<file path="src/sbda_pkg.sv">
// ----------------------------------------------------------------------------
// sbda_pkg
// Shared types and constants for the signed binary to decimal ASCII unit.
// ----------------------------------------------------------------------------
package sbda_pkg;

    localparam int VALUE_W      = 32;
    localparam int CH_W         = 7;
    localparam int DIGIT_W      = 4;
    localparam int MAX_DIGITS   = 10;
    localparam int COUNT_W      = 4;
    localparam int QUOT_W       = 29;
    localparam int RECIP_SHIFT  = 35;

    // ceil(2^35 / 10); exact floor(x / 10) for every 32-bit x.
    localparam logic [VALUE_W-1:0] C_RECIP_10   = 32'hCCCC_CCCD;
    localparam logic [CH_W-1:0]    C_ASCII_MINUS = 7'd45;
    localparam logic [CH_W-1:0]    C_ASCII_ZERO  = 7'd48;

    typedef enum logic [1:0] {
        S_IDLE,
        S_DIV,
        S_SIGN,
        S_DIGIT
    } t_state;

    // Commands from the controller to the datapath.
    typedef struct packed {
        logic load;
        logic step;
        logic pop;
        logic sel_sign;
    } t_cmd;

    // Status from the datapath to the controller.
    typedef struct packed {
        logic quot_zero;
        logic neg;
        logic last_digit;
    } t_sts;

endpackage

</file>
<file path="src/sbda_controller.sv">
// ----------------------------------------------------------------------------
// sbda_controller
// Sequences loading, digit extraction and character transfers.
// ----------------------------------------------------------------------------
module sbda_controller (
    input  logic           i_clk,
    input  logic           i_rst_n,
    input  logic           i_in_valid,
    output logic           o_in_ready,
    output logic           o_out_valid,
    input  logic           i_out_ready,
    input  sbda_pkg::t_sts i_sts,
    output sbda_pkg::t_cmd o_cmd
);
    import sbda_pkg::*;

    t_state r_state;
    t_state n_state;

    always_ff @(posedge i_clk) begin
        if (!i_rst_n) begin
            r_state <= S_IDLE;
        end else begin
            r_state <= n_state;
        end
    end

    always_comb begin
        n_state = r_state;
        case (r_state)
            S_IDLE: begin
                if (i_in_valid) begin
                    n_state = S_DIV;
                end
            end
            S_DIV: begin
                if (i_sts.quot_zero) begin
                    n_state = i_sts.neg ? S_SIGN : S_DIGIT;
                end
            end
            S_SIGN: begin
                if (i_out_ready) begin
                    n_state = S_DIGIT;
                end
            end
            S_DIGIT: begin
                if (i_out_ready && i_sts.last_digit) begin
                    n_state = S_IDLE;
                end
            end
            default: n_state = S_IDLE;
        endcase
    end

    always_comb begin
        o_in_ready     = 1'b0;
        o_out_valid    = 1'b0;
        o_cmd.load     = 1'b0;
        o_cmd.step     = 1'b0;
        o_cmd.pop      = 1'b0;
        o_cmd.sel_sign = 1'b0;
        case (r_state)
            S_IDLE: begin
                o_in_ready = 1'b1;
                o_cmd.load = i_in_valid;
            end
            S_DIV: begin
                o_cmd.step = 1'b1;
            end
            S_SIGN: begin
                o_out_valid    = 1'b1;
                o_cmd.sel_sign = 1'b1;
            end
            S_DIGIT: begin
                o_out_valid = 1'b1;
                o_cmd.pop   = i_out_ready;
            end
            default: begin
                o_in_ready = 1'b0;
            end
        endcase
    end

endmodule

</file>
<file path="config.mk">
export PLATFORM = sky130hd
export DESIGN_NAME = sbda_controller
export DESIGN_NICKNAME = d
export VERILOG_FILES = /design/src/sbda_pkg.sv /design/src/sbda_controller.sv
export SDC_FILE = /design/constraint.sdc
export NUM_CORES = 1
export LEC_CHECK = 0
export ABC_AREA = 1
export BUFFER_PORTS_ARGS = -buffer_cell sky130_fd_sc_hd__buf_4
export CAP_MARGIN = 20
export CORE_AREA = 3 3 40 42
export CTS_CLUSTER_SIZE = 20
export DETAILED_ROUTE_END_ITERATION = 8
export DIE_AREA = 0 0 43 45
export PLACE_DENSITY = 0.35
export SLEW_MARGIN = 20
export SYNTH_ARGS = -nofsm -noshare
export SYNTH_HDL_FRONTEND = slang
export SYNTH_SLANG_ARGS = --single-unit
export TNS_END_PERCENT = 10
</file>
<file path="constraint.sdc">
create_clock -name i_clk -period 1.46 [get_ports i_clk]
set_clock_uncertainty 0.05 [all_clocks]
set_input_delay 0.292 -clock i_clk [delete_from_list [all_inputs] [get_ports i_clk]]
set_output_delay 0.292 -clock i_clk [all_outputs]
set_load 0.01 [all_outputs]
</file>
==> flow_summary.toml, run 1 <==
[die]
rows = 13
die_area_mm2 = 0.00194
io_pins = 13
die_h_um = 45
core_mm2 = 0.00128
initial_core_util_pct = 18.2
fp.dieW_um = 43

[grt]
grt_pass1_wl_um = 986
grt.total_usage_pct = 7.15
grt_pass1_vias = 252
grt_max_degree = 5
antenna_found_initial = 0
overflow = 0

[logic_synthesis]
netlist_area_um2 = 234
synth_most_common_cell = "nand2_1"
synth_top_area_share_pct = 21.4
synthesis.nets = 48
synth_warnings = 0
yosys-top-cells-area = "ha_1 21%, dfxtp_1 17%, nand2_1 14%"
avgSynthCellArea_um2 = 6.32
ys_ff_latch = 2
ys_async_sr_fraction_pct = 0
synth_cells = 37
ys.flop_type = "dfxtp_1"
synth_cell_types = 12
synth-edff-count = 0
synth_area_leader_cell = "ha_1"
ys_seq_area_share_pct = 17.1
synth_commonest_cells = "9 x nand2_1, 8 x inv_1, 4 x ha_1, 4 x nand2_2, 4 x nor2_1"

[sta]
slew_headroom_pct = 91.7
min_period_ns = 1.46
hold_viol = 0
slew_violations = 0
max_freq_ghz = 0.683
timing.final.crit_share_pct = 100
tightest_slew_ns = 0.124
setup_viol = 1
setup_ws_ns = -0.00382
rsz0062_at_grt = "yes"

[power_and_ir_drop]
p_per_area_mw_per_mm2 = 1730
power_frac_seq_pct = 16.6
peakVddDrop_mv = 0.760
power.net_switching_uw = 297
p_int_uw = 436
leakagePower_uw = 0.000234
p_comb_share_pct = 66.7
p_clk_share_pct = 16.7
finalPower_uw = 732
switching_share_pct = 40.5

[setup_path]
cp.buffers_inverters = 2
slowest_delay_ns = 0.36
rrSetupSlack_ns = 0.19
crit_path_end_kind = "output port"
worstPathMaxFanout = 3
critPathKind = "reg2out"
cp.arrival_ns = 1.12
r2r_cells = 8
worstPathCellList = "inv_4 > ha_4 > or2_1 > buf_6"
cp.required_ns = 1.12
startpoint_type = "flop"
r2r-start = "r_state[0]"
slowest_stage = "dfxtp_4"
r2r_end = "r_state[1]"
crit_family = "flip-flops"

[detailed_routing]
num_vias = 267
viasPerCell = 3.87
wirelength_um = 588
ant_nets = 0
wl_per_cell_um = 8.52
first_pass_iters = 1
drtIter0Drc = 0
drc_errors = 0

[job]
drv_cap = 0

[clock_network]
h-tree-depth = 1
clk_pin_slew_ns = 0.03
cts_tree = "built"
clock_path_buffers = 2
clk_latency_ns = 0.23
numCtsBuffers = 3
clock-sinks = 2
root_buffer = "clkbuf_4"

[finish]
post_layout_nonfiller_instances = 69
layout-drive-gt1-share_pct = 59.3
final_util_pct = 33.0
diodes = 0
area_delta_synth_final_pct = 81.3
largest_register_ffs = 2
fin_nets = 67
largestRegisters = "r_state: 2 flops"
finish.instance_area_um2 = 424
largest_register = "r_state"

[placed_design]
place_hpwl_um = 488
post-place-ws_ns = 0.135
gp_congestion = 0.667
place_inst = 65
post_dp_cell_area_um2 = 350
port_buffers = 12

[min_path]
min-delay-start = "i_rst_n"
hold_path.class = "in2reg"
min_to = "r_state[0]"
worstHoldPathCells = 3

[outcome]
status = "complete, but fails checks"
violations = "setup timing"
## routing by layer
| metal | global-route usage (%) | up-vias | wire (µm) |
|---|---|---|---|
| met5 | 0 | - | 0 |
| met4 | 5.42 | 0 | 0 |
| met2 | 12.3 | 7 | 330 |
| met1 | 6.24 | 117 | 212 |
| li1 | - | 143 | - |
| met3 | 3.98 | 0 | 45 |
## cells by family (layout without fill, tap and decap cells)
group,after synthesis,after routing,synth area share [%]
compound gates,2,2,7.49
simple gates,20,20,39.6
flops,2,2,17.1
buf+inv,9,26,14.4
fa+ha+maj,4,4,21.4
## per-stage QoR
step / TNS [ns] / hold WS [ns]
6_report: -0.00382 / 0.260
5_1_grt: -0.0557 / 0.266
4_1_cts: -0.00723 / 0.255
3_5_place_dp: 0 / 0.484
3_3_place_gp: 0 / 0.483
2_1_floorplan: 0 / 0.362
## power by group through the flow
stage / combinational (µW) / sequential (µW) / clock (µW)
floorplan: 269 / 97.5 / 0
global placement: 432 / 95.6 / 0
detailed placement: 431 / 96.1 / 0
CTS: 464 / 103 / 131
global route: 556 / 127 / 133
finish: 488 / 122 / 122
## what timing repair did
action / in CTS / in global routing
pin swaps: 0 / 2
resized for setup: 7 / 7
endpoints found under the hold margin: 0 / 0
hold buffers: 0 / 0
endpoints found under the setup margin: 2 / 2
buffers inserted: 1 / 0
## area by class of cell
type	instances	area (µm²)
Tap cell	15	18.8
Timing Repair Buffer	14	109
Sequential cell	2	47.5
Clock buffer	3	22.5
Inverter	9	36.3
Fill cell	142	861
Multi-Input combinational cell	26	190
## cell usage in the layout, fill, tap and decap left out
cell,n
inv_2,2
clkbuf_4,3
buf_6,1
nor2_1,4
ha_4,2
nand2_1,9
nand2_2,4
nand4_1,1
o21bai_2,1
o22ai_1,1
or2_1,1
buf_4,13
dfxtp_4,2
inv_4,1
ha_2,2
nor2_2,1
inv_1,6
## worst max path at each step
stage          slack (ns)        from  depth (start not counted)          end
6_report           -0.004  r_state[0]                          4  o_out_valid
2_1_floorplan        0.16  r_state[0]                          3  o_out_valid
4_1_cts            -0.007  r_state[0]                          4  o_out_valid
3_3_place_gp         0.15  r_state[0]                          4  o_out_valid
5_1_grt             -0.06  r_state[0]                          4  o_out_valid
3_5_place_dp         0.13  r_state[0]                          4  o_out_valid
## worst min-delay path: cells and delay by family
kind | cells | cell delay [ns]
AND/OR/NAND/NOR | 2 | 0.12
buffers and inverters | 1 | 0.08
Note: power is estimated with default switching activity, not from simulation.
==> inputs of run 2 (changes only) <==
- SKIP_CTS_REPAIR_TIMING: unset -> 1
==> run 2 against run 1 <==
The run still ends with setup timing left. First-iteration DRC count rose by 3. Core utilization is 1.4 points lower. Maximum frequency grew 0.24%. Sequential share of layout area fell by 0.13 points. Largest cell class unchanged. Hold slack gained 0.00066 ns. Highest routed layer unchanged. Flip-flop and latch count did not move.
==> flow_summary.toml, run 2 (synthesis gave the netlist of run 1 again) <==
[sta]
hold_viol = 0
slew_violations = 0
min_period_ns = 1.46
max_freq_ghz = 0.685
setup_ws_ns = -0.000298
rsz0062_at_grt = "yes"
tightest_slew_ns = 0.124
timing.final.crit_share_pct = 100
slew_headroom_pct = 91.7
setup_viol = 1

[finish]
diodes = 0
final_common_cell = "buf_4"
layout_common_cells = "13 x buf_4, 9 x nand2_1, 7 x inv_1, 4 x nand2_2, 4 x nor2_1"
largest_register_ffs = 2
num-fill-cells = 142
largest_register = "r_state"
final_util_pct = 31.6
layout-drive-gt1-share_pct = 55.6
fin_nets = 67
area_delta_synth_final_pct = 73.8
largestRegisters = "r_state: 2 flops"

[power_and_ir_drop]
p_clk_share_pct = 17.6
peakVddDrop_mv = 0.741
power_frac_seq_pct = 15.8
p_per_area_mw_per_mm2 = 1720
p_int_uw = 414
leakagePower_uw = 0.000233
p_comb_share_pct = 66.6
switching_share_pct = 40.6
power.net_switching_uw = 283
finalPower_uw = 698

[setup_path]
worstPathMaxFanout = 4
worstPathCellList = "ha_2 > or2_1 > buf_6"
r2r-start = "r_state[0]"
rrSetupSlack_ns = 0.18
cp.arrival_ns = 1.12
slowest_stage = "dfxtp_4"
slowest_delay_ns = 0.35
r2r_end = "r_state[1]"
r2r_cells = 8
cp.buffers_inverters = 1
critPathKind = "reg2out"
crit_family = "flip-flops"
startpoint_type = "flop"
crit_path_end_kind = "output port"
cp.required_ns = 1.12

[grt]
grt_pass1_wl_um = 945
overflow = 0
grt_pass1_vias = 243
antenna_found_initial = 0
grt.total_usage_pct = 6.90
grt_max_degree = 5

[detailed_routing]
num_vias = 273
drc_errors = 0
wirelength_um = 581
viasPerCell = 3.96
first_pass_iters = 2
ant_nets = 0
wl_per_cell_um = 8.42
drtIter0Drc = 3

[die]
die_h_um = 45
rows = 13
fp.dieW_um = 43
initial_core_util_pct = 18.2
core_mm2 = 0.00128
die_area_mm2 = 0.00194
io_pins = 13

[clock_network]
numCtsBuffers = 3
clock_path_buffers = 2
cts_tree = "built"
clock-sinks = 2
clk_pin_slew_ns = 0.03
h-tree-depth = 1
clk_latency_ns = 0.23
root_buffer = "clkbuf_4"

[job]
drv_cap = 0

[placed_design]
place_hpwl_um = 488
port_buffers = 12
gp_congestion = 0.667

[min_path]
worstHoldPathCells = 3
min-delay-start = "i_rst_n"
hold_path.class = "in2reg"
min_to = "r_state[0]"

[outcome]
violations = "setup timing"
status = "complete, but fails checks"
-- run 2: routing by layer --
metal  vias to the layer above  share of wire [%]  GRT usage [%]
met1                       120                 38           6.00
li1                        146                  -              -
met3                         0                6.5           3.98
met2                         7                 55           11.7
met5                         -                  0              0
met4                         0                  0           5.42
-- run 2: how the worst max path moves through the flow --
stage	depth (start not counted)	slack (ns)	end	from
CTS	4	-0.12	o_out_valid	r_state[0]
global route	4	-0.06	o_out_valid	r_state[0]
detailed placement	4	0.13	o_out_valid	r_state[0]
finish	3	-0.0003	o_out_valid	r_state[1]
floorplan	3	0.16	o_out_valid	r_state[0]
global placement	4	0.15	o_out_valid	r_state[0]
-- run 2: worst register-to-register path, delay by kind of cell (launching register included) --
kind	cells	cell delay [ns]
AND/OR/NAND/NOR	6	0.44
buffers and inverters	1	0.14
adder cells (fa/ha/maj)	1	0.22
flip-flops	1	0.32
-- run 2: area by class of cell --
type	instances	area (µm²)	share of cell area (%)
clock buffers	3	22.5	5.54
flip-flops and latches	2	45.0	11.1
repair buffers	14	109	26.8
well taps	15	18.8	4.62
inverters	9	33.8	8.31
multi-input cells	26	178	43.7
-- run 2: stage by stage --
| stage | cell area [µm²] | cells | hold WS [ns] | worst slack (ns) | setup TNS (ns) |
|---|---|---|---|---|---|
| 4_1_cts | 373 | 68 | 0.255 | -0.115 | -0.178 |
| 5_1_grt | 407 | 69 | 0.266 | -0.0602 | -0.108 |
| 3_3_place_gp | 350 | 65 | 0.483 | 0.152 | 0 |
| 6_report | 407 | 69 | 0.261 | -0.000298 | -0.000298 |
| 2_1_floorplan | 234 | 37 | 0.362 | 0.164 | 0 |
| 3_5_place_dp | 350 | 65 | 0.484 | 0.135 | 0 |
-- run 2: power by group through the flow --
stage / logic (µW) / clock network, µW / registers (µW)
6_report: 465 / 123 / 111
3_3_place_gp: 432 / 0 / 95.6
3_5_place_dp: 431 / 0 / 96.1
4_1_cts: 433 / 131 / 95.3
5_1_grt: 528 / 133 / 116
2_1_floorplan: 269 / 0 / 97.5
==> inputs of run 3 (changes only) <==
- clock period: 1.46 -> 1.8 ns (I/O delays scaled with it)
==> run 3 against run 2 <==
The run now ends clean. Count of clock-buffer cells in the layout did not move. Sequential share of layout area rose by 0.19 points. Sequential power fell by 23%. Highest routed layer unchanged. Via count fell by 8.8%. Final area fell by 9.8%. Core utilization fell by 3.1 points. Critical endpoint unchanged. Final cell count fell by 2.9%.
==> flow_summary.toml, run 3 (synthesis gave the netlist of run 1 again) <==
[detailed_routing]
num_vias = 249
met2_length_um = 269
ant_nets = 0
drc_errors = 0
met1_length_um = 234
first_pass_iters = 1
wl_per_cell_um = 7.93
viasPerCell = 3.72
maxUsedRoutingLayer = "met3"
wirelength_um = 531
met3_length_um = 28
drtIter0Drc = 0

[setup_path]
startpoint_type = "flop"
crit_path_end_kind = "output port"
slowest_stage = "dfxtp_2"
cp.buffers_inverters = 2
cp.arrival_ns = 1.23
worstPathMaxFanout = 6
critPathKind = "reg2out"
slowest_delay_ns = 0.36
crit_family = "flip-flops"
cp.required_ns = 1.39
worstPathCellList = "inv_1 > ha_1 > or2_1 > buf_4"

[finish]
num-fill-cells = 157
largest_register = "r_state"
layout_common_cells = "12 x buf_4, 9 x nand2_1, 8 x inv_1"
diodes = 0
layout-drive-gt1-share_pct = 44.2
multi_input_area_um2 = 160
fin_nets = 65
largest_register_ffs = 2
final_common_cell = "buf_4"
largestRegisters = "r_state: 2 flops"
regArea_um2 = 41.3
area_delta_synth_final_pct = 56.7

[die]
rows = 13
initial_core_util_pct = 18.2
die_h_um = 45
io_pins = 13
die_area_mm2 = 0.00194
core_mm2 = 0.00128
fp.dieW_um = 43

[sta]
slew_headroom_pct = 90.4
hold_viol = 0
min_period_ns = 1.64
slew_violations = 0
fin_setup_tns_ns = 0
rsz0062_at_grt = "no"
setup_viol = 0
max_freq_ghz = 0.610
tightest_slew_ns = 0.145
timing.final.crit_share_pct = 91.1

[clock_network]
cts_tree = "built"
clock-sinks = 2
root_buffer = "clkbuf_4"
clock_path_buffers = 2
numCtsBuffers = 3
clk_pin_slew_ns = 0.03
clk_latency_ns = 0.22
h-tree-depth = 1

[placed_design]
gp_congestion = 0.670
port_buffers = 12
place_hpwl_um = 471

[grt]
overflow = 0
antenna_found_initial = 0
grt_pass1_wl_um = 993
grt_max_degree = 7
grt.total_usage_pct = 7.32
grt_pass1_vias = 251

[min_path]
hold_path.class = "in2reg"

[power_and_ir_drop]
leakagePower_uw = 0.000225
peakVddDrop_mv = 0.458
finalPower_uw = 503
p_per_area_mw_per_mm2 = 1370

[outcome]
status = "completed"

[job]
drv_cap = 0
[run 3: cell types whose count changed in the layout (fill, tap and decap cells not counted)]
cell and delta:
buf_6 -1, dfxtp_4 -1, inv_2 -1, ha_4 -1, inv_1 +1, buf_4 -1, dfxtp_1 +1, ha_2 -2
ha_1 +3
[run 3: per-stage QoR]
stage	util (%)	cell area [µm²]	hold WS (ns)	cells	worst slack, ns
3_3_place_gp	26.7	343	0.479	64	0.347
2_1_floorplan	-	234	0.430	37	0.436
5_1_grt	28.5	367	0.308	67	0.0737
4_1_cts	28.4	365	0.320	67	0.0799
6_report	28.5	367	0.320	67	0.161
3_5_place_dp	26.7	343	0.483	64	0.320
[run 3: worst paths after layout]
check / from / end / slack (ns) / cells past startpoint
max: r_state[0] / o_out_valid / 0.16 / 4
max reg2reg: r_state[1] / r_state[1] / 0.53 / 8
min reg2reg: r_state[1] / r_state[1] / 0.48 / 2
min: i_rst_n / r_state[1] / 0.32 / 3
[run 3: worst register-to-register path, cell delays in order, from the launching register on]
cell and delay, ns:
dfxtp_1 0.37, inv_1 0.10, ha_1 0.23, nand2_1 0.10, nand2_2 0.07, nor2_2 0.12
nand2_1 0.05, nand2_1 0.05, nor2_1 0.03
[run 3: final cells by class]
type,instances,share of cell area [%]
multi-input cells,26,43.7
repair buffers,12,24.6
clock buffers,3,6.14
inverters,9,9.22
flip-flops and latches,2,11.3
well taps,15,5.12
[run 3: routing by layer]
layer  track usage [%]  vias up
met5                 0        -
met4              9.04        0
met3              3.19        0
met2              10.8        7
met1              6.97      104
li1                  -      138
[run 3: power breakdown]
group          internal [µW]  total (µW)  switching, µW
combinational            157         321            164
clock                   73.4        96.9           23.5
sequential              64.5        85.5           21.0
